**config.mk**
```make
export PLATFORM = sky130hd
export DESIGN_NAME = solenoid_kicker_sequencer_unit_flat
export DESIGN_NICKNAME = d
export VERILOG_FILES = /design/src/rtl/sks_pkg.sv /design/src/rtl/sks_if.sv /design/src/rtl/sks_core.sv /design/src/rtl/solenoid_kicker_sequencer_unit.sv /design/src/flat_wrapper.sv
export SDC_FILE = /design/constraint.sdc
export NUM_CORES = 1
export LEC_CHECK = 0
export ABC_AREA = 1
export BUFFER_PORTS_ARGS = -buffer_cell sky130_fd_sc_hd__buf_4
export CORE_MARGIN = 5
export CORE_UTILIZATION = 41
export DETAILED_ROUTE_END_ITERATION = 12
export GPL_TIMING_DRIVEN = 0
export PLACE_DENSITY = 0.71
export SETUP_SLACK_MARGIN = 0.02
export SLEW_MARGIN = 20
export SYNTH_ARGS = -nofsm -noshare
export SYNTH_HDL_FRONTEND = slang
export SYNTH_SLANG_ARGS = --single-unit
```
**constraint.sdc**
```tcl
create_clock -name clock -period 3.1 [get_ports clock]
set_input_delay 0.31 -clock clock [delete_from_list [all_inputs] [get_ports clock]]
set_output_delay 0.31 -clock clock [all_outputs]
set_load 0.1 [all_outputs]
```
**src/rtl/sks_pkg.sv**
```systemverilog
// Shared types and constants for the solenoid kicker sequencer.
// No dependencies; every other file in rtl/ depends on this package.
package sks_pkg;

   localparam int CNT_W     = 16;
   localparam int PULSE_W   = 8;
   localparam int CODE_W    = 3;
   localparam int REQ_W     = 2;
   localparam int CSR_IDX_W = 2;

   localparam logic [CNT_W-1:0] CNT_MAX      = '1;
   localparam logic [CNT_W-1:0] WINDOW_RESET = 16'd1000;

   // request codes
   localparam logic [REQ_W-1:0] REQ_TICK   = 2'd0;
   localparam logic [REQ_W-1:0] REQ_CHARGE = 2'd1;
   localparam logic [REQ_W-1:0] REQ_KICK   = 2'd2;
   localparam logic [REQ_W-1:0] REQ_FORCE  = 2'd3;

   // register indexes
   localparam logic [CSR_IDX_W-1:0] CSR_RECHARGE_WINDOW = 2'd0;
   localparam logic [CSR_IDX_W-1:0] CSR_CHARGE_DURATION = 2'd1;
   localparam logic [CSR_IDX_W-1:0] CSR_ARMED_WINDOW    = 2'd2;

   // reported state codes
   localparam logic [CODE_W-1:0] CODE_IDLE     = 3'd0;
   localparam logic [CODE_W-1:0] CODE_CHARGING = 3'd1;
   localparam logic [CODE_W-1:0] CODE_CHARGED  = 3'd2;
   localparam logic [CODE_W-1:0] CODE_WAITING  = 3'd3;
   localparam logic [CODE_W-1:0] CODE_KICKING  = 3'd4;

   typedef enum logic [4:0] {
      MODE_IDLE     = 5'b00001,
      MODE_CHARGING = 5'b00010,
      MODE_CHARGED  = 5'b00100,
      MODE_WAITING  = 5'b01000,
      MODE_KICKING  = 5'b10000
   } mode_type;

   typedef struct packed {
      logic [CNT_W-1:0] recharge_window;
      logic [CNT_W-1:0] charge_duration;
      logic [CNT_W-1:0] armed_window;
   } sks_cfg_type;

   typedef struct packed {
      mode_type           mode;
      logic               charge_seen;
      logic [CNT_W-1:0]   since_charge_cmd;
      logic [CNT_W-1:0]   since_charge_start;
      logic               armed_flag;
      logic [CNT_W-1:0]   since_armed;
      logic [PULSE_W-1:0] pulse_length;
      logic               force_pending;
      logic [PULSE_W-1:0] pulse_left;
      logic               charge_level;
   } sks_state_type;

   typedef struct packed {
      logic [REQ_W-1:0]   req_type;
      logic [PULSE_W-1:0] kick_time;
      logic               ball_ready;
   } sks_item_type;

   typedef struct packed {
      logic [CODE_W-1:0] state_code;
      logic              charge_on;
      logic              kick_on;
      logic              kick_fired;
   } sks_result_type;

   function automatic logic [CODE_W-1:0] mode_code(input mode_type m);
      logic [CODE_W-1:0] code;
      case (m)
         MODE_CHARGING: code = CODE_CHARGING;
         MODE_CHARGED:  code = CODE_CHARGED;
         MODE_WAITING:  code = CODE_WAITING;
         MODE_KICKING:  code = CODE_KICKING;
         default:       code = CODE_IDLE;
      endcase
      return code;
   endfunction

   function automatic logic [CNT_W-1:0] sat_inc(input logic [CNT_W-1:0] v);
      return (v == CNT_MAX) ? v : v + 1'b1;
   endfunction

endpackage

```
**src/rtl/sks_if.sv**
```systemverilog
// Valid/ready channel interfaces: request, response and register write.
// Depends on sks_pkg for field widths.
interface sks_req_if;
   logic                          valid;
   logic                          ready;
   logic [sks_pkg::REQ_W-1:0]     req_type;
   logic [sks_pkg::PULSE_W-1:0]   kick_time;
   logic                          ball_ready;

   modport source (output valid, output req_type, output kick_time, output ball_ready,
                   input ready);
   modport sink   (input valid, input req_type, input kick_time, input ball_ready,
                   output ready);
endinterface

interface sks_rsp_if;
   logic                          valid;
   logic                          ready;
   logic [sks_pkg::CODE_W-1:0]    state_code;
   logic                          charge_on;
   logic                          kick_on;
   logic                          kick_fired;

   modport source (output valid, output state_code, output charge_on, output kick_on,
                   output kick_fired, input ready);
   modport sink   (input valid, input state_code, input charge_on, input kick_on,
                   input kick_fired, output ready);
endinterface

interface sks_csr_if;
   logic                          valid;
   logic                          ready;
   logic [sks_pkg::CSR_IDX_W-1:0] index;
   logic [sks_pkg::CNT_W-1:0]     data;

   modport source (output valid, output index, output data, input ready);
   modport sink   (input valid, input index, input data, output ready);
endinterface

```
**src/rtl/sks_core.sv**
```systemverilog
// Next-state and result logic of the kicker sequencer for one item.
// Depends on sks_pkg; purely combinational, registered by the top level.
module sks_core (
   input  sks_pkg::sks_cfg_type    cfg,
   input  sks_pkg::sks_state_type  cur,
   input  sks_pkg::sks_item_type   item,
   output sks_pkg::sks_state_type  nxt,
   output sks_pkg::sks_result_type result
);
   import sks_pkg::*;

   logic [CNT_W-1:0]   cmd_inc;
   logic [CNT_W-1:0]   start_inc;
   logic [CNT_W-1:0]   armed_inc;
   logic [PULSE_W-1:0] pulse_dec;
   logic               recharge_to;
   logic               armed_now;
   logic               fired;

   // elapsed counters as advanced by a tick
   assign cmd_inc   = sat_inc(cur.since_charge_cmd);
   assign start_inc = sat_inc(cur.since_charge_start);
   assign armed_inc = sat_inc(cur.since_armed);
   assign pulse_dec = (cur.pulse_left != '0) ? cur.pulse_left - 1'b1 : cur.pulse_left;

   assign recharge_to = !cur.charge_seen || (cmd_inc > cfg.recharge_window);
   assign armed_now   = cur.armed_flag && (armed_inc < cfg.armed_window);

   always_comb begin
      nxt   = cur;
      fired = 1'b0;
      case (item.req_type)
         REQ_CHARGE: begin
            nxt.charge_seen      = 1'b1;
            nxt.since_charge_cmd = '0;
         end
         REQ_KICK, REQ_FORCE: begin
            nxt.charge_seen      = 1'b1;
            nxt.since_charge_cmd = '0;
            nxt.armed_flag       = 1'b1;
            nxt.since_armed      = '0;
            nxt.pulse_length     = item.kick_time;
            if (item.req_type == REQ_FORCE) begin
               nxt.force_pending = 1'b1;
            end
         end
         default: begin
            nxt.since_charge_cmd   = cmd_inc;
            nxt.since_charge_start = start_inc;
            nxt.since_armed        = armed_inc;
            nxt.pulse_left         = pulse_dec;
            case (cur.mode)
               MODE_CHARGING: begin
                  if (!recharge_to) begin
                     nxt.charge_level = 1'b1;
                     if (start_inc > cfg.charge_duration) begin
                        nxt.mode = MODE_CHARGED;
                     end
                  end
               end
               MODE_CHARGED: begin
                  if (armed_now) begin
                     nxt.mode = MODE_WAITING;
                  end else if (recharge_to) begin
                     nxt.mode = MODE_IDLE;
                  end
               end
               MODE_WAITING: begin
                  if (item.ball_ready || cur.force_pending) begin
                     nxt.charge_level  = 1'b0;
                     nxt.mode          = MODE_KICKING;
                     nxt.pulse_left    = cur.pulse_length;
                     nxt.force_pending = 1'b0;
                     fired             = 1'b1;
                  end else if (!armed_now) begin
                     nxt.mode = MODE_IDLE;
                  end
               end
               MODE_KICKING: begin
                  if (pulse_dec == '0) begin
                     nxt.mode       = MODE_IDLE;
                     nxt.armed_flag = 1'b0;
                  end
               end
               default: begin
                  nxt.charge_level       = 1'b0;
                  nxt.mode               = MODE_CHARGING;
                  nxt.since_charge_start = '0;
               end
            endcase
         end
      endcase
   end

   assign result.state_code = mode_code(nxt.mode);
   assign result.charge_on  = nxt.charge_level;
   assign result.kick_on    = (nxt.pulse_left != '0);
   assign result.kick_fired = fired;

endmodule

```
**src/rtl/solenoid_kicker_sequencer_unit.sv**
```systemverilog
// Top level of the solenoid kicker sequencer: input register, sequencing
// logic (sks_core) and response register. Depends on sks_pkg, sks_if, sks_core.
//
// Use:
//   req_bus carries one item per transfer: a 1 ms tick, a charge command,
//   a kick command or a forced kick, with pulse length and ball sensor level.
//   rsp_bus returns exactly one result per request, in order: the mode code,
//   charge output level, solenoid pulse level and a fired flag.
//   csr_bus writes the three window registers (index 0 recharge window,
//   1 charge duration, 2 armed window); ready is always high, unknown
//   indexes are dropped. Write only while no request is in flight.
// Timing:
//   A request transfer lands in the input register; from there it runs
//   through the sequencing logic into the response register once that is
//   empty or being taken, and the result is offered from there. One item per
//   cycle is sustained while rsp_bus keeps taking: the input register advances
//   whenever the response register is empty or being taken in the same cycle.
// Stall:
//   With rsp_bus stalled the block holds up to two items (one in each
//   register) and then drops req_bus.ready until the response is taken.
// Reset:
//   Synchronous, active high. Clears both valid flags, sets the sequencer to
//   idle with all counters and flags zero, and the three registers to 1000.
module solenoid_kicker_sequencer_unit (
   input logic         clock,
   input logic         reset,
   sks_req_if.sink     req_bus,
   sks_rsp_if.source   rsp_bus,
   sks_csr_if.sink     csr_bus
);
   import sks_pkg::*;

   sks_cfg_type    cfg_ff,   cfg_in;
   sks_state_type  state_ff, state_in;
   sks_item_type   item_ff,  item_in;
   logic           item_valid_ff, item_valid_in;
   sks_result_type rsp_ff,   rsp_in;
   logic           rsp_valid_ff, rsp_valid_in;

   sks_state_type  core_nxt;
   sks_result_type core_result;
   logic           advance;
   logic           req_take;

   // move the held item into the response register when that frees up
   assign advance  = item_valid_ff && (!rsp_valid_ff || rsp_bus.ready);
   assign req_bus.ready = !item_valid_ff || advance;
   assign req_take = req_bus.valid && req_bus.ready;

   assign csr_bus.ready = 1'b1;

   sks_core u_core (
      .cfg    (cfg_ff),
      .cur    (state_ff),
      .item   (item_ff),
      .nxt    (core_nxt),
      .result (core_result)
   );

   always_comb begin
      // register writes
      cfg_in = cfg_ff;
      if (csr_bus.valid) begin
         case (csr_bus.index)
            CSR_RECHARGE_WINDOW: cfg_in.recharge_window = csr_bus.data;
            CSR_CHARGE_DURATION: cfg_in.charge_duration = csr_bus.data;
            CSR_ARMED_WINDOW:    cfg_in.armed_window    = csr_bus.data;
            default:             cfg_in = cfg_ff;
         endcase
      end

      // input register: load on transfer, drop once advanced
      item_in       = item_ff;
      item_valid_in = item_valid_ff && !advance;
      if (req_take) begin
         item_in.req_type   = req_bus.req_type;
         item_in.kick_time  = req_bus.kick_time;
         item_in.ball_ready = req_bus.ball_ready;
         item_valid_in      = 1'b1;
      end

      // sequencer state commits only when its result is captured
      state_in = advance ? core_nxt : state_ff;

      // response register
      rsp_in       = advance ? core_result : rsp_ff;
      rsp_valid_in = advance || (rsp_valid_ff && !rsp_bus.ready);
   end

   always_ff @(posedge clock) begin
      if (reset) begin
         cfg_ff.recharge_window   <= WINDOW_RESET;
         cfg_ff.charge_duration   <= WINDOW_RESET;
         cfg_ff.armed_window      <= WINDOW_RESET;
         state_ff.mode               <= MODE_IDLE;
         state_ff.charge_seen        <= 1'b0;
         state_ff.since_charge_cmd   <= '0;
         state_ff.since_charge_start <= '0;
         state_ff.armed_flag         <= 1'b0;
         state_ff.since_armed        <= '0;
         state_ff.pulse_length       <= '0;
         state_ff.force_pending      <= 1'b0;
         state_ff.pulse_left         <= '0;
         state_ff.charge_level       <= 1'b0;
         item_valid_ff <= 1'b0;
         rsp_valid_ff  <= 1'b0;
      end else begin
         cfg_ff        <= cfg_in;
         state_ff      <= state_in;
         item_valid_ff <= item_valid_in;
         rsp_valid_ff  <= rsp_valid_in;
      end
   end

   // payload registers carry no reset
   always_ff @(posedge clock) begin
      item_ff <= item_in;
      rsp_ff  <= rsp_in;
   end

   assign rsp_bus.valid      = rsp_valid_ff;
   assign rsp_bus.state_code = rsp_ff.state_code;
   assign rsp_bus.charge_on  = rsp_ff.charge_on;
   assign rsp_bus.kick_on    = rsp_ff.kick_on;
   assign rsp_bus.kick_fired = rsp_ff.kick_fired;

endmodule

```
**src/flat_wrapper.sv**
```systemverilog
// flat-port wrapper written by rule: the top's interface ports become plain ports
module solenoid_kicker_sequencer_unit_flat import sks_pkg::*;
  (clock, reset, req_bus_valid, req_bus_req_type, req_bus_kick_time, req_bus_ball_ready, req_bus_ready, rsp_bus_valid, rsp_bus_state_code, rsp_bus_charge_on, rsp_bus_kick_on, rsp_bus_kick_fired, rsp_bus_ready, csr_bus_valid, csr_bus_index, csr_bus_data, csr_bus_ready);
  sks_req_if req_bus_i ();
  sks_rsp_if rsp_bus_i ();
  sks_csr_if csr_bus_i ();
  input logic clock;
  input logic reset;
  input wire logic [$bits(req_bus_i.valid)-1:0] req_bus_valid;
  input wire logic [$bits(req_bus_i.req_type)-1:0] req_bus_req_type;
  input wire logic [$bits(req_bus_i.kick_time)-1:0] req_bus_kick_time;
  input wire logic [$bits(req_bus_i.ball_ready)-1:0] req_bus_ball_ready;
  output wire logic [$bits(req_bus_i.ready)-1:0] req_bus_ready;
  output wire logic [$bits(rsp_bus_i.valid)-1:0] rsp_bus_valid;
  output wire logic [$bits(rsp_bus_i.state_code)-1:0] rsp_bus_state_code;
  output wire logic [$bits(rsp_bus_i.charge_on)-1:0] rsp_bus_charge_on;
  output wire logic [$bits(rsp_bus_i.kick_on)-1:0] rsp_bus_kick_on;
  output wire logic [$bits(rsp_bus_i.kick_fired)-1:0] rsp_bus_kick_fired;
  input wire logic [$bits(rsp_bus_i.ready)-1:0] rsp_bus_ready;
  input wire logic [$bits(csr_bus_i.valid)-1:0] csr_bus_valid;
  input wire logic [$bits(csr_bus_i.index)-1:0] csr_bus_index;
  input wire logic [$bits(csr_bus_i.data)-1:0] csr_bus_data;
  output wire logic [$bits(csr_bus_i.ready)-1:0] csr_bus_ready;
  assign req_bus_i.valid = req_bus_valid;
  assign req_bus_i.req_type = req_bus_req_type;
  assign req_bus_i.kick_time = req_bus_kick_time;
  assign req_bus_i.ball_ready = req_bus_ball_ready;
  assign req_bus_ready = req_bus_i.ready;
  assign rsp_bus_valid = rsp_bus_i.valid;
  assign rsp_bus_state_code = rsp_bus_i.state_code;
  assign rsp_bus_charge_on = rsp_bus_i.charge_on;
  assign rsp_bus_kick_on = rsp_bus_i.kick_on;
  assign rsp_bus_kick_fired = rsp_bus_i.kick_fired;
  assign rsp_bus_i.ready = rsp_bus_ready;
  assign csr_bus_i.valid = csr_bus_valid;
  assign csr_bus_i.index = csr_bus_index;
  assign csr_bus_i.data = csr_bus_data;
  assign csr_bus_ready = csr_bus_i.ready;
  solenoid_kicker_sequencer_unit u_core (.clock(clock), .reset(reset), .req_bus(req_bus_i), .rsp_bus(rsp_bus_i), .csr_bus(csr_bus_i));
endmodule
```
==> results of run 1 <==
state kept, by name (all words and copies together) (netlist names):
name,count
u_core.rsp_bus.kick_on,1
u_core.item_valid_ff,1
u_core.item_ff,11
u_core.rsp_bus.charge_on,1
u_core.rsp_bus.valid,1
u_core.cfg_ff,48
u_core.state_ff,73
u_core.rsp_bus.kick_fired,1
u_core.rsp_bus.state_code,3
worst max path at each step:
stage | from | end | slack, ns | cells past startpoint
2_1_floorplan | u_core.state_ff[52] | u_core.rsp_bus.state_code[1] | -0.03 | 23
3_3_place_gp | u_core.state_ff[51] | u_core.rsp_bus.state_code[0] | -0.64 | 23
3_5_place_dp | u_core.state_ff[52] | u_core.rsp_bus.state_code[0] | -0.66 | 23
4_1_cts | u_core.state_ff[40] | u_core.rsp_bus.state_code[0] | -0.28 | 25
5_1_grt | u_core.state_ff[44] | u_core.rsp_bus.state_code[0] | -0.56 | 23
6_report | u_core.state_ff[44] | u_core.rsp_bus.state_code[0] | -0.31 | 24
per-layer routing:
metal | GRT usage | routed length, um | up-vias
met3 | 0.0391 | 809 | 43
met1 | 0.218 | 8440 | 3330
met2 | 0.312 | 9910 | 152
met5 | 0 | 0 | -
li1 | - | - | 3660
met4 | 0.0795 | 558 | 0
cell type report:
| class | instances | area [um^2] |
|---|---|---|
| Timing Repair Buffer | 83 | 654 |
| Buffer | 33 | 129 |
| Clock inverter | 8 | 82.6 |
| Inverter | 137 | 522 |
| Fill cell | 1702 | 8940 |
| Multi-Input combinational cell | 737 | 4400 |
| Tap cell | 234 | 293 |
| Sequential cell | 140 | 3010 |
| Clock buffer | 23 | 489 |
critical path: cells and delay by family, from the launching register on:
| family | cells | cell delay (ns) |
|---|---|---|
| and+or+nand+nor | 17 | 1.74 |
| DFF | 1 | 0.38 |
| xor gates and xnor gates | 1 | 0.16 |
| AOI/OAI and AO/OA | 2 | 0.26 |
| adders and majority gates | 1 | 0.29 |
| buffers and inverters | 3 | 0.33 |
cell families after synthesis:
group / after synthesis / synth area share
adder cells (fa/ha/maj): 56 / 0.0917
flip-flops: 140 / 0.389
AND/OR/NAND/NOR: 417 / 0.231
other: 1 / 0.000491
buffers and inverters: 170 / 0.0842
XOR/XNOR: 30 / 0.0344
AO/OA/AOI/OAI: 233 / 0.170
per-stage QoR:
step / setup TNS (ns) / power, uW / area [um^2] / setup slack [ns]
finish: -1.28 / 4230 / 9580 / -0.308
global route: -2.81 / 4380 / 9580 / -0.559
CTS: -1.02 / 4250 / 9230 / -0.285
detailed placement: -3.17 / 2280 / 8270 / -0.656
global placement: -2.94 / 2270 / 8270 / -0.638
floorplan: -0.0637 / 2160 / 7670 / -0.0347
what timing repair did:
| item | 4_1_cts | 5_1_grt |
|---|---|---|
| buffers inserted | 28 | 15 |
| hold endpoints to repair | 0 | 0 |
| setup endpoints to repair | 9 | 9 |
| resized for setup | 55 | 62 |
| pin swaps | 39 | 49 |
report_power, final:
part	internal (uW)	switching [uW]	leakage, uW
registers	1890	22.3	0.00117
logic	107	239	0.00259
clock network	1190	782	0.000275
total	3190	1040	0.00404
cells in the mapped netlist, types with 2 or more instances:
library cell and instances:
o22ai_1 3, dfxtp_1 123, o21a_1 6, inv_2 4
xnor2_1 14, nor4_1 4, ha_1 56, a21boi_0 2
a22oi_1 2, clkinv_1 5, nand4_1 13, nand3b_1 2
inv_1 128, o21ai_2 2, nor2_2 4, a211oi_1 3
a21oi_2 2, nor3_1 19, o21ai_0 59, clkbuf_1 30
nand2_2 6, nor2_4 2, nand2_1 244, o211ai_1 23
a31oi_1 2, edfxtp_1 17, nor3_2 2, xor2_1 16
nand3_1 35, or2_2 2, a21oi_1 124, nor2_1 82
==> results.txt, run 1 <==
Walking the worst path, the cells encountered are nand2_1 -> nor2_2 -> inv_1 -> nor3_4 -> nand2_2 -> nor2_4 -> buf_12 -> buf_6 -> nor3_1 -> xor2_1 -> ha_1 -> nand2_1 -> o21ai_0 -> nand4_1 -> o2111ai_2 -> nand2_1 -> nor2_2 -> nand2_2 -> nand2_4 -> nand2_2 -> nand2_2 -> nor2_1 -> nand2_1 -> nand2_1. The height of the chip is 147 um. Counting flops and latches in the post-synthesis netlist gives 140. TritonCTS built the clock tree. The number of clock buffers inserted by TritonCTS came out at 17. The worst setup path is captured at a register. The pre-antenna-repair detailed-routing pass consisted of 6 iterations. Counting stages on the worst path, the most repeated cell is nand2_1. The number of instances in the placed design came out at 1322. The number of buffers inserted by port buffering is 41.

The standard-cell row count came out at 50. The cell type with the largest total area after synthesis is dfxtp_1. The setup check on the worst reg-to-reg path leaves a slack of -0.31 ns. The final clock skew is 0.0119 ns. The number of buffers added to fix hold violations after cts is 0. The count of flip-flops with a built-in enable after synthesis came out at 17.

The part of the Yosys area used for sequential elements is 0.389. The final standard cell utilization of the core came out at 0.517. The post-CTS clock slew at the launch and capture registers of the worst setup and hold paths is 0.07 ns. The count of synthesis-stage warnings from yosys came out at 0.

The total inserted antenna cells is 0. The clock sink count is 140. The post-route worst setup slack is -0.308 ns. The overflow left after global routing is 0. For this design the static power due to leakage is 0.00404 uW.

The area share of the largest cell type after synthesis came out at 0.322. The via count of the first global-routing pass came to 6784. The worst hold path belongs to the class in -> reg. By area the synthesized netlist is led by dfxtp_1 (32%), nand2_1 (12%), ha_1 (9.2%). The number of distinct standard cells referenced by the synthesized netlist came out at 43. The critical path is of the reg -> reg type. Leaving out fill and tap cells, the most frequent cells in the layout are nand2_1 (225), inv_1 (120), a21oi_1 (116). No sink is reached through more buffers than the 2 on the longest clock path. The cell with the largest stage delay on the worst path is dfxtp_1.

The clock network latency to the later pin of the worst-skew pair came out at 0.43 ns. The final count of negative-setup-slack endpoints came out at 6. The run finished, with violations left. The most used flip-flop cell after synthesis is dfxtp_1. The final-report max-slew violation count came out at 0. The wire length reported by the detailed router is 19.7 mm. The required arrival time at the worst endpoint is 3.27 ns.

The buffer cell driving the clock tree root is clkbuf_16. The number of remaining DRC errors came out at 0. The global-route wire length before repair is 31.9 mm.

The startpoint identified for the worst register-to-register timing path is u_core.state_ff[44]. The routed length per instance came out at 14.1 um. The remaining antenna violation count after routing came out at 0. The checks that failed: negative setup slack. The area enclosed by the die boundary came out at 21500 um^2.

The final-layout worst hold slack is 0.0633 ns. For the worst flop-to-flop path, the logic depth is 24. Once layout is complete, the cells apart from fillers number 1395. STA classifies the critical path startpoint as a register. The number of hold violations in the final report came out at 0. The violation count after the first detailed-route iteration is 411.

Of the cells placed in the final design, the portion with a size suffix greater than 1 is 0.198. The number of H-tree branching levels is 4. The growth of design area from synthesis to finish came out at 25.4%. The average size of a mapped cell is 7.30 um^2. The total power per unit cell area came out at 442 nW/um^2.

The layout net count is 1239. The origin of the worst min-delay path is req_bus_kick_time[3]. The final critical path time including I/O delays and setup is 3.41 ns. The number of max-cap violations is 0. At the pin with the least slew margin, the transition time is 0.792 ns. The peak fanout along the critical path is 6.

The initial antenna violation count is 0. The relative slew slack is 0.472. The worst hold path terminates at u_core.item_ff[4]. Static timing analysis puts the maximum clock frequency at 293 MHz. The maximum number of pins on one net before global-route repair is 17.

Routability-driven placement finished with a final weighted congestion of 0.899. For this run, the slowest stage of the critical path takes 0.38 ns. Setup repair after global routing could not meet its margin everywhere. The total track usage came out at 0.181. The post-route fraction of the period consumed by the critical path came out at 1.10. The sum of net half-perimeters after detailed placement came out at 14.3 mm. Leaving out fill and tap cells, the most frequent cell in the layout is nand2_1. The core footprint came out at 18500 um^2.

The arrival time reported for the critical path endpoint came out at 3.58 ns. In this run the critical register-to-register path is captured at u_core.rsp_bus.state_code[0]. The total vias in the final route is 7185. The floorplan step set the die width to 147 um.

The share of async-settable or async-resettable flops after synthesis came out at 0. The number of vias per cell after detailed routing came out at 5.15. The initial core utilization is 0.413. The count of cells along the worst hold path came out at 1. The gate count after technology mapping is 1047.

The I/O pin count is 43. Across the VDD grid, the largest voltage drop is 0.371 mV. The synthesized netlist occupies a cell area of 7640 um^2.

The number of nets in the synthesized netlist is 1137.
Power figures use the tool's default switching activity.
==> run 2: changes to the inputs <==
--- a/config.mk
+++ b/config.mk
@@ -16,4 +16,5 @@
 export SLEW_MARGIN = 20
 export SYNTH_ARGS = -nofsm -noshare
 export SYNTH_HDL_FRONTEND = slang
+export SYNTH_HIERARCHICAL = 1
 export SYNTH_SLANG_ARGS = --single-unit
==> results.txt, run 2 <==
The run finished, with violations left. The checks that failed: negative setup slack. The count of synthesis-stage warnings from yosys came to 6 (+6).

The synthesized area came to 9500 um^2 (+24%). TritonCTS built the clock tree. The final-layout worst hold slack came to 0.0503 ns (-0.0131 ns). The final critical path time including I/O delays and setup is 3.70 ns (+0.297 ns).

The largest buffer count on any clock path came to 2 (unchanged). Counting flops per register, the top entry is u_core/state_ff. The total track usage is 0.205 (+0.0240). The final clock skew came to 0.0134 ns (+0.00147 ns). The post-route worst setup slack is -0.605 ns (-0.297 ns). The share of async-settable or async-resettable flops after synthesis came out at 0 (unchanged). The number of buffers inserted by port buffering is 41 (unchanged). The number of H-tree branching levels came out at 4 (unchanged). The capturing element type of the critical path is a register. The fraction of final layout cells sized beyond drive strength 1 came out at 0.188 (-0.0102). The horizontal die dimension came to 162 um (+11%). The gate count after technology mapping is 1493 (+43%). The number of vias per cell after detailed routing came out at 5.20 (+0.93%). The count of placed standard cells in the final layout, fillers left out is 1892 (+36%). The global placement routability congestion came out at 0.912 (+1.4%). The total vias in the final route came out at 9835 (+37%). The count of TritonRoute iterations in the first routing pass is 5 (-1).

The critical path is of the reg -> reg type. The biggest area contributor in the post-synthesis netlist is dfxtp_1. The launching element type of the critical path is a register.

Leaving out fill and tap cells, the most frequent cell in the layout is nand2_1. The wire length reported by the detailed router is 27.9 mm (+41%). The routed length per instance was 14.7 um (+4.3%). Yosys attributes the largest share of cell area to dfxtp_1 (26%), nand2_1 (13%), inv_1 (11%).

The path class of the tightest hold or removal check is in -> reg. The dominant cell by count in the synthesized netlist is nand2_1. The post-route fraction of the period consumed by the critical path came out at 1.20 (+0.0957). The number of instances in the placed design came out at 1819 (+38%). The buffer cell driving the clock tree root is clkbuf_16. The final-report max-slew violation count came out at 0 (unchanged). The layout net count came out at 1680 (+36%). The area share of the largest cell type after synthesis is 0.259 (-0.0630).

The total power per unit cell area came out at 456 nW/um^2 (+3.1%). The slew at the pin with the worst max-slew slack came out at 0.720 ns (-0.0715 ns). The remaining antenna violation count after routing came out at 0 (unchanged). Ranked by instance count, the synthesized netlist is headed by nand2_1 (322), inv_1 (268), nor2_1 (178), a21oi_1 (132), nand3_1 (131). The final count of negative-setup-slack endpoints came to 6 (unchanged). The maximum number of pins on one net before global-route repair came to 17 (unchanged). The peak fanout along the critical path is 5 (-1). The via count of the first global-routing pass is 9133 (+35%). The initial antenna violation count came out at 0 (unchanged). The average size of a mapped cell was 6.36 um^2 (-13%).

The standard-cell row count is 55 (+10%). The arrival time reported for the critical path endpoint was 3.99 ns (+0.41 ns). The clock sink count came to 140 (unchanged). The number of remaining DRC errors is 0 (unchanged). Setup repair after global routing could not meet its margin everywhere. The violation count after the first detailed-route iteration came out at 859 (+110%).

The achievable clock frequency is 270 MHz (-8.0%). The part of the Yosys area used for sequential elements came out at 0.313 (-0.0761). The clock network latency to the later pin of the worst-skew pair is 0.43 ns (about the same). Relative to the synthesized area, the layout overhead comes to 22.1%. In the final layout, the registers with the most flip-flops are u_core/state_ff x73, u_core/cfg_ff x48, u_core/item_ff x11. The overflow left after global routing came to 0 (unchanged).

The total power is 5280 uW (+25%). The number of clock buffers inserted by TritonCTS is 17 (unchanged). The core footprint is 22700 um^2 (+23%). The height of the chip is 162 um (+11%).

The most used flip-flop cell after synthesis is dfxtp_1. In the layout the commonest cells are nand2_1 (305), inv_1 (255), nor2_1 (171). The required arrival time at the worst endpoint came out at 3.39 ns (+0.12 ns). The count of flip-flops with a built-in enable after synthesis is 17 (unchanged). The post-CTS clock slew at the launch and capture registers of the worst setup and hold paths came to 0.07 ns (about the same). The area enclosed by the die boundary was 26300 um^2 (+23%). The initial core utilization came out at 0.418 (+0.00561). The sum of net half-perimeters after detailed placement came out at 19.9 mm (+39%). The number of flip-flops under the largest register name is 73 (unchanged). The total of flip-flops plus latches after synthesis is 140 (unchanged). The I/O pin count was 43 (unchanged).

The total inserted antenna cells came out at 0 (unchanged). The number of nets in the synthesized netlist is 1579 (+39%). The number of distinct standard cells referenced by the synthesized netlist is 47 (+9.3%). The number of hold violations in the final report is 0 (unchanged). The number of max-cap violations is 0 (unchanged). The global-route wire length before repair came out at 44.2 mm (+39%).

The peak ir drop on the vdd network is 0.382 mV (+3.1%). The leakage component of the power is 0.00543 uW (+34%). The relative slew slack is 0.520 (+0.0477).
## run 2: changes by cell type in the layout (fill, tap and decap cells not counted), moves of 15 or more
cell	before	now
nor2_1	69	171
nand3_1	32	126
clkbuf_1	33	12
buf_2	1	46
o211ai_1	23	0
nand2_1	225	305
inv_1	120	255
o21ai_0	56	41
## run 2: kinds of logic after synthesis
family          Yosys count  synth area share
other cells               1          0.000395
flops                   140             0.313
buf+inv                 339             0.142
xor+xnor                 31            0.0286
simple gates            724             0.333
fa+ha+maj                52            0.0685
compound gates          206             0.115
## run 2: repair_timing
| item | CTS | global route |
|---|---|---|
| setup buffers | 22 | 19 |
| hold buffers | 0 | 0 |
| setup endpoints to repair | 9 | 9 |
| gates resized for setup | 53 | 71 |
| pin swaps | 23 | 41 |
## run 2: where the power goes
group          switching [uW]  internal [uW]  leakage [uW]
clock                     957           1240      0.000299
combinational             661            377       0.00395
sequential                102           1950       0.00118
total                    1720           3560       0.00543
## run 2: cell type report
cell class / instances / area (um^2)
clock inverter: 15 / 194
sequential: 140 / 3020
buffer: 67 / 328
tap: 285 / 357
fill: 2242 / 11100
inverter: 272 / 1030
timing repair buffer: 82 / 619
clock buffer: 17 / 425
multi-input combinational: 1014 / 5620
## run 2: worst max-delay path, cell delays in order (launching register included)
cell	delay, ns
dfxtp_2	0.35
inv_4	0.06
nor3_4	0.21
nand3_2	0.15
nor3_4	0.18
nand3_2	0.09
inv_2	0.08
nand3_4	0.08
nor2_4	0.14
nand3_2	0.09
xor2_2	0.14
nand2_2	0.10
ha_4	0.29
nand4_1	0.13
inv_2	0.09
nand4_1	0.12
or2_0	0.26
a21oi_2	0.18
nand3_2	0.11
nand2_2	0.08
nand2_2	0.06
a21oi_4	0.15
nand3_2	0.12
buf_4	0.15
nor3b_2	0.13
## run 2: worst paths after layout
check	start	end	slack, ns	cells past startpoint
worst min-delay path	req_bus_kick_time[2]	u_core/item_ff[3]	0.05	1
worst max-delay path	u_core/state_ff[37]	u_core/rsp_bus.state_code[2]	-0.60	24
worst max register to register	u_core/state_ff[37]	u_core/rsp_bus.state_code[2]	-0.60	24
worst min register to register	u_core/cfg_ff[39]	u_core/cfg_ff[39]	0.46	2
## run 2: through the flow
| stage | setup slack (ns) | utilization | setup TNS (ns) | instance area, um^2 |
|---|---|---|---|---|
| after global routing | -0.830 | 0.511 | -4.62 | 11600 |
| after floorplan | -0.0384 | - | -0.0631 | 9550 |
| final | -0.605 | 0.511 | -2.92 | 11600 |
| after global placement | -0.746 | 0.450 | -5.27 | 10200 |
| after CTS | -0.521 | 0.492 | -2.49 | 11200 |
| after detailed placement | -0.805 | 0.450 | -5.69 | 10200 |
## run 2: layer usage
| metal | track usage | wire, um | vias up |
|---|---|---|---|
| met5 | 0 | 0 | - |
| met4 | 0.0830 | 919 | 0 |
| met3 | 0.0320 | 1660 | 66 |
| met2 | 0.345 | 13300 | 300 |
| met1 | 0.264 | 12100 | 4536 |
| li1 | - | - | 4933 |
==> run 3: changes to the inputs <==
--- a/config.mk
+++ b/config.mk
@@ -12,6 +12,7 @@
 export DETAILED_ROUTE_END_ITERATION = 12
 export GPL_TIMING_DRIVEN = 0
 export PLACE_DENSITY = 0.71
+export RECOVER_POWER = 25
 export SETUP_SLACK_MARGIN = 0.02
 export SLEW_MARGIN = 20
 export SYNTH_ARGS = -nofsm -noshare
==> results.txt, run 3 (synthesis gave the netlist of run 2 again) <==
The horizontal die dimension came out at 162 um (unchanged). The growth of design area from synthesis to finish came out at 21.9%. The setup slack of the most critical reg-to-reg path is -0.61 ns (about the same). The total inserted antenna cells came out at 0 (unchanged). The required arrival time at the worst endpoint came out at 3.39 ns (about the same). The number of buffers added to fix hold violations after cts came to 0 (unchanged). The peak fanout along the critical path was 4 (-1). The height of the chip came out at 162 um (unchanged). The final-layout worst hold slack is 0.0698 ns (+0.0195 ns). The number of flip-flops under the largest register name is 73 (unchanged). The number of max-cap violations came to 0 (unchanged).

The clock network latency to the later pin of the worst-skew pair is 0.44 ns (about the same). Leaving out fill and tap cells, the most frequent cells in the layout are nand2_1 (305), inv_1 (255), nor2_1 (171). The final count of negative-setup-slack endpoints came out at 6 (unchanged). The largest buffer count on any clock path came out at 2 (unchanged). The capturing element type of the critical path is a register. The sum of net half-perimeters after detailed placement came to 19.9 mm (unchanged). The I/O pin count came out at 43 (unchanged). The largest registers in the layout are u_core/state_ff x73, u_core/cfg_ff x48, u_core/item_ff x11. The wire length reported by the detailed router came to 27.8 mm (-0.33%). The final-report max-slew violation count came to 0 (unchanged).

The final critical path time including I/O delays and setup is 3.71 ns (+0.00716 ns). The post-route fraction of the period consumed by the critical path is 1.20 (+0.00231). The run finished, with violations left. The number of hold violations in the final report came to 0 (unchanged). The total track usage came out at 0.205 (unchanged). The global placement routability congestion came to 0.912 (unchanged). The post-CTS clock slew at the launch and capture registers of the worst setup and hold paths came to 0.07 ns (about the same).

The leakage component of the power is 0.00542 uW (-0.26%). The routed length per instance is 14.7 um (-0.33%). The violation count after the first detailed-route iteration is 824 (-4.1%). The standard-cell row count is 55 (unchanged).

The via count of the first global-routing pass is 9133 (unchanged). The total power is 5280 uW (about the same). The overflow left after global routing is 0 (unchanged). The worst slack at placement is -0.805 ns (unchanged). The largest individual stage delay along the critical path comes from the cell dfxtp_4. The peak ir drop on the vdd network is 0.386 mV (+1.1%).

The number of buffers inserted by port buffering was 41 (unchanged). In this run the worst hold path is classified as in -> reg. The remaining antenna violation count after routing came to 0 (unchanged).

The initial core utilization was 0.418 (unchanged). The area enclosed by the die boundary came out at 26300 um^2 (unchanged). The number of clock buffers inserted by TritonCTS came to 17 (unchanged). The category of the critical setup timing path is reg -> reg.

The final reports fail on negative setup slack. The relative slew slack is 0.503 (-0.0175). The core footprint is 22700 um^2 (unchanged). The initial antenna violation count was 0 (unchanged). The clock sink count came out at 140 (unchanged). The worst setup path is launched from a register. The register with the most flip-flops in the final layout is u_core/state_ff.

The total power per unit cell area was 456 nW/um^2 (+0.11%). The final-layout fill cell count is 2248 (+0.27%). The slew at the pin with the worst max-slew slack is 0.746 ns (+0.0262 ns). The peak per-stage delay on the critical path came out at 0.39 ns (+0.04 ns). The fraction of final layout cells sized beyond drive strength 1 came out at 0.185 (-0.00311). The final clock skew came to 0.0126 ns (-0.000738 ns).

Leaving out fill and tap cells, the most frequent cell in the layout is nand2_1. The count of placed standard cells in the final layout, fillers left out came to 1892 (unchanged). The achievable clock frequency is 269 MHz (-0.19%). The maximum number of pins on one net before global-route repair is 17 (unchanged). The post-route worst setup slack came to -0.612 ns (-0.00717 ns).

In this design, the critical path's most frequently occurring cell is nand2_2. The global-route wire length before repair is 44.2 mm (unchanged). The number of H-tree branching levels is 4 (unchanged). The total vias in the final route is 9828 (-0.071%). CTS placed an instance of clkbuf_16 at the clock tree root. Setup repair after global routing could not meet its margin everywhere.

The count of TritonRoute iterations in the first routing pass came out at 7 (+2). The layout net count came out at 1680 (unchanged). The number of instances in the placed design is 1819 (unchanged). TritonCTS built the clock tree. The final setup TNS came out at -2.92 ns (-0.000980 ns). The number of remaining DRC errors is 0 (unchanged). The arrival time reported for the critical path endpoint came out at 4.00 ns (about the same). The number of vias per cell after detailed routing came out at 5.19 (about the same).
-- run 3: through the flow --
step           cell area, um^2   util
4_1_cts                  11200  0.492
5_1_grt                  11600  0.510
3_3_place_gp             10200  0.450
6_report                 11600  0.510
3_5_place_dp             10200  0.450
2_1_floorplan             9550      -
-- run 3: path summary, 6_finish.rpt --
kind / from / end / cells past startpoint
max reg2reg: u_core/state_ff[36] / u_core/rsp_bus.state_code[2] / 25
max: u_core/state_ff[36] / u_core/rsp_bus.state_code[2] / 25
min reg2reg: u_core/cfg_ff[39] / u_core/cfg_ff[39] / 2
min: req_bus_kick_time[3] / u_core/item_ff[4] / 1
-- run 3: repair_timing --
item                       in CTS  in global routing
buffers inserted               22                 19
pin swaps                      23                 41
gates resized for setup        53                 71
setup endpoints to repair       9                  9
-- run 3: layout make-up --
| class | count | area, um^2 | share of cell area |
|---|---|---|---|
| Inverter | 272 | 1030 | 0.0890 |
| Sequential cell | 140 | 3020 | 0.261 |
| Timing Repair Buffer | 82 | 616 | 0.0532 |
| Clock buffer | 17 | 425 | 0.0367 |
| Tap cell | 285 | 357 | 0.0308 |
| Buffer | 67 | 324 | 0.0280 |
| Multi-Input combinational cell | 1014 | 5620 | 0.485 |
| Clock inverter | 15 | 194 | 0.0167 |
-- run 3: per-layer routing --
| metal | track usage | wire length, um |
|---|---|---|
| met4 | 0.0830 | 952 |
| met5 | 0 | 0 |
| met2 | 0.345 | 13200 |
| met1 | 0.264 | 12000 |
| met3 | 0.0320 | 1710 |
-- run 3: critical path, delay by kind of cell (launching register included) --
kind	cells	cell delay, ns
xor gates and xnor gates	1	0.21
adders and majority gates	2	0.45
and+or+nand+nor	14	1.68
DFF	1	0.39
buffers and inverters	6	0.51
AOI/OAI and AO/OA	2	0.34
-- run 3: where the power goes --
part	internal, uW	total [uW]	switching [uW]
Sequential	1950	2050	102
Clock	1230	2200	962
Combinational	375	1030	659
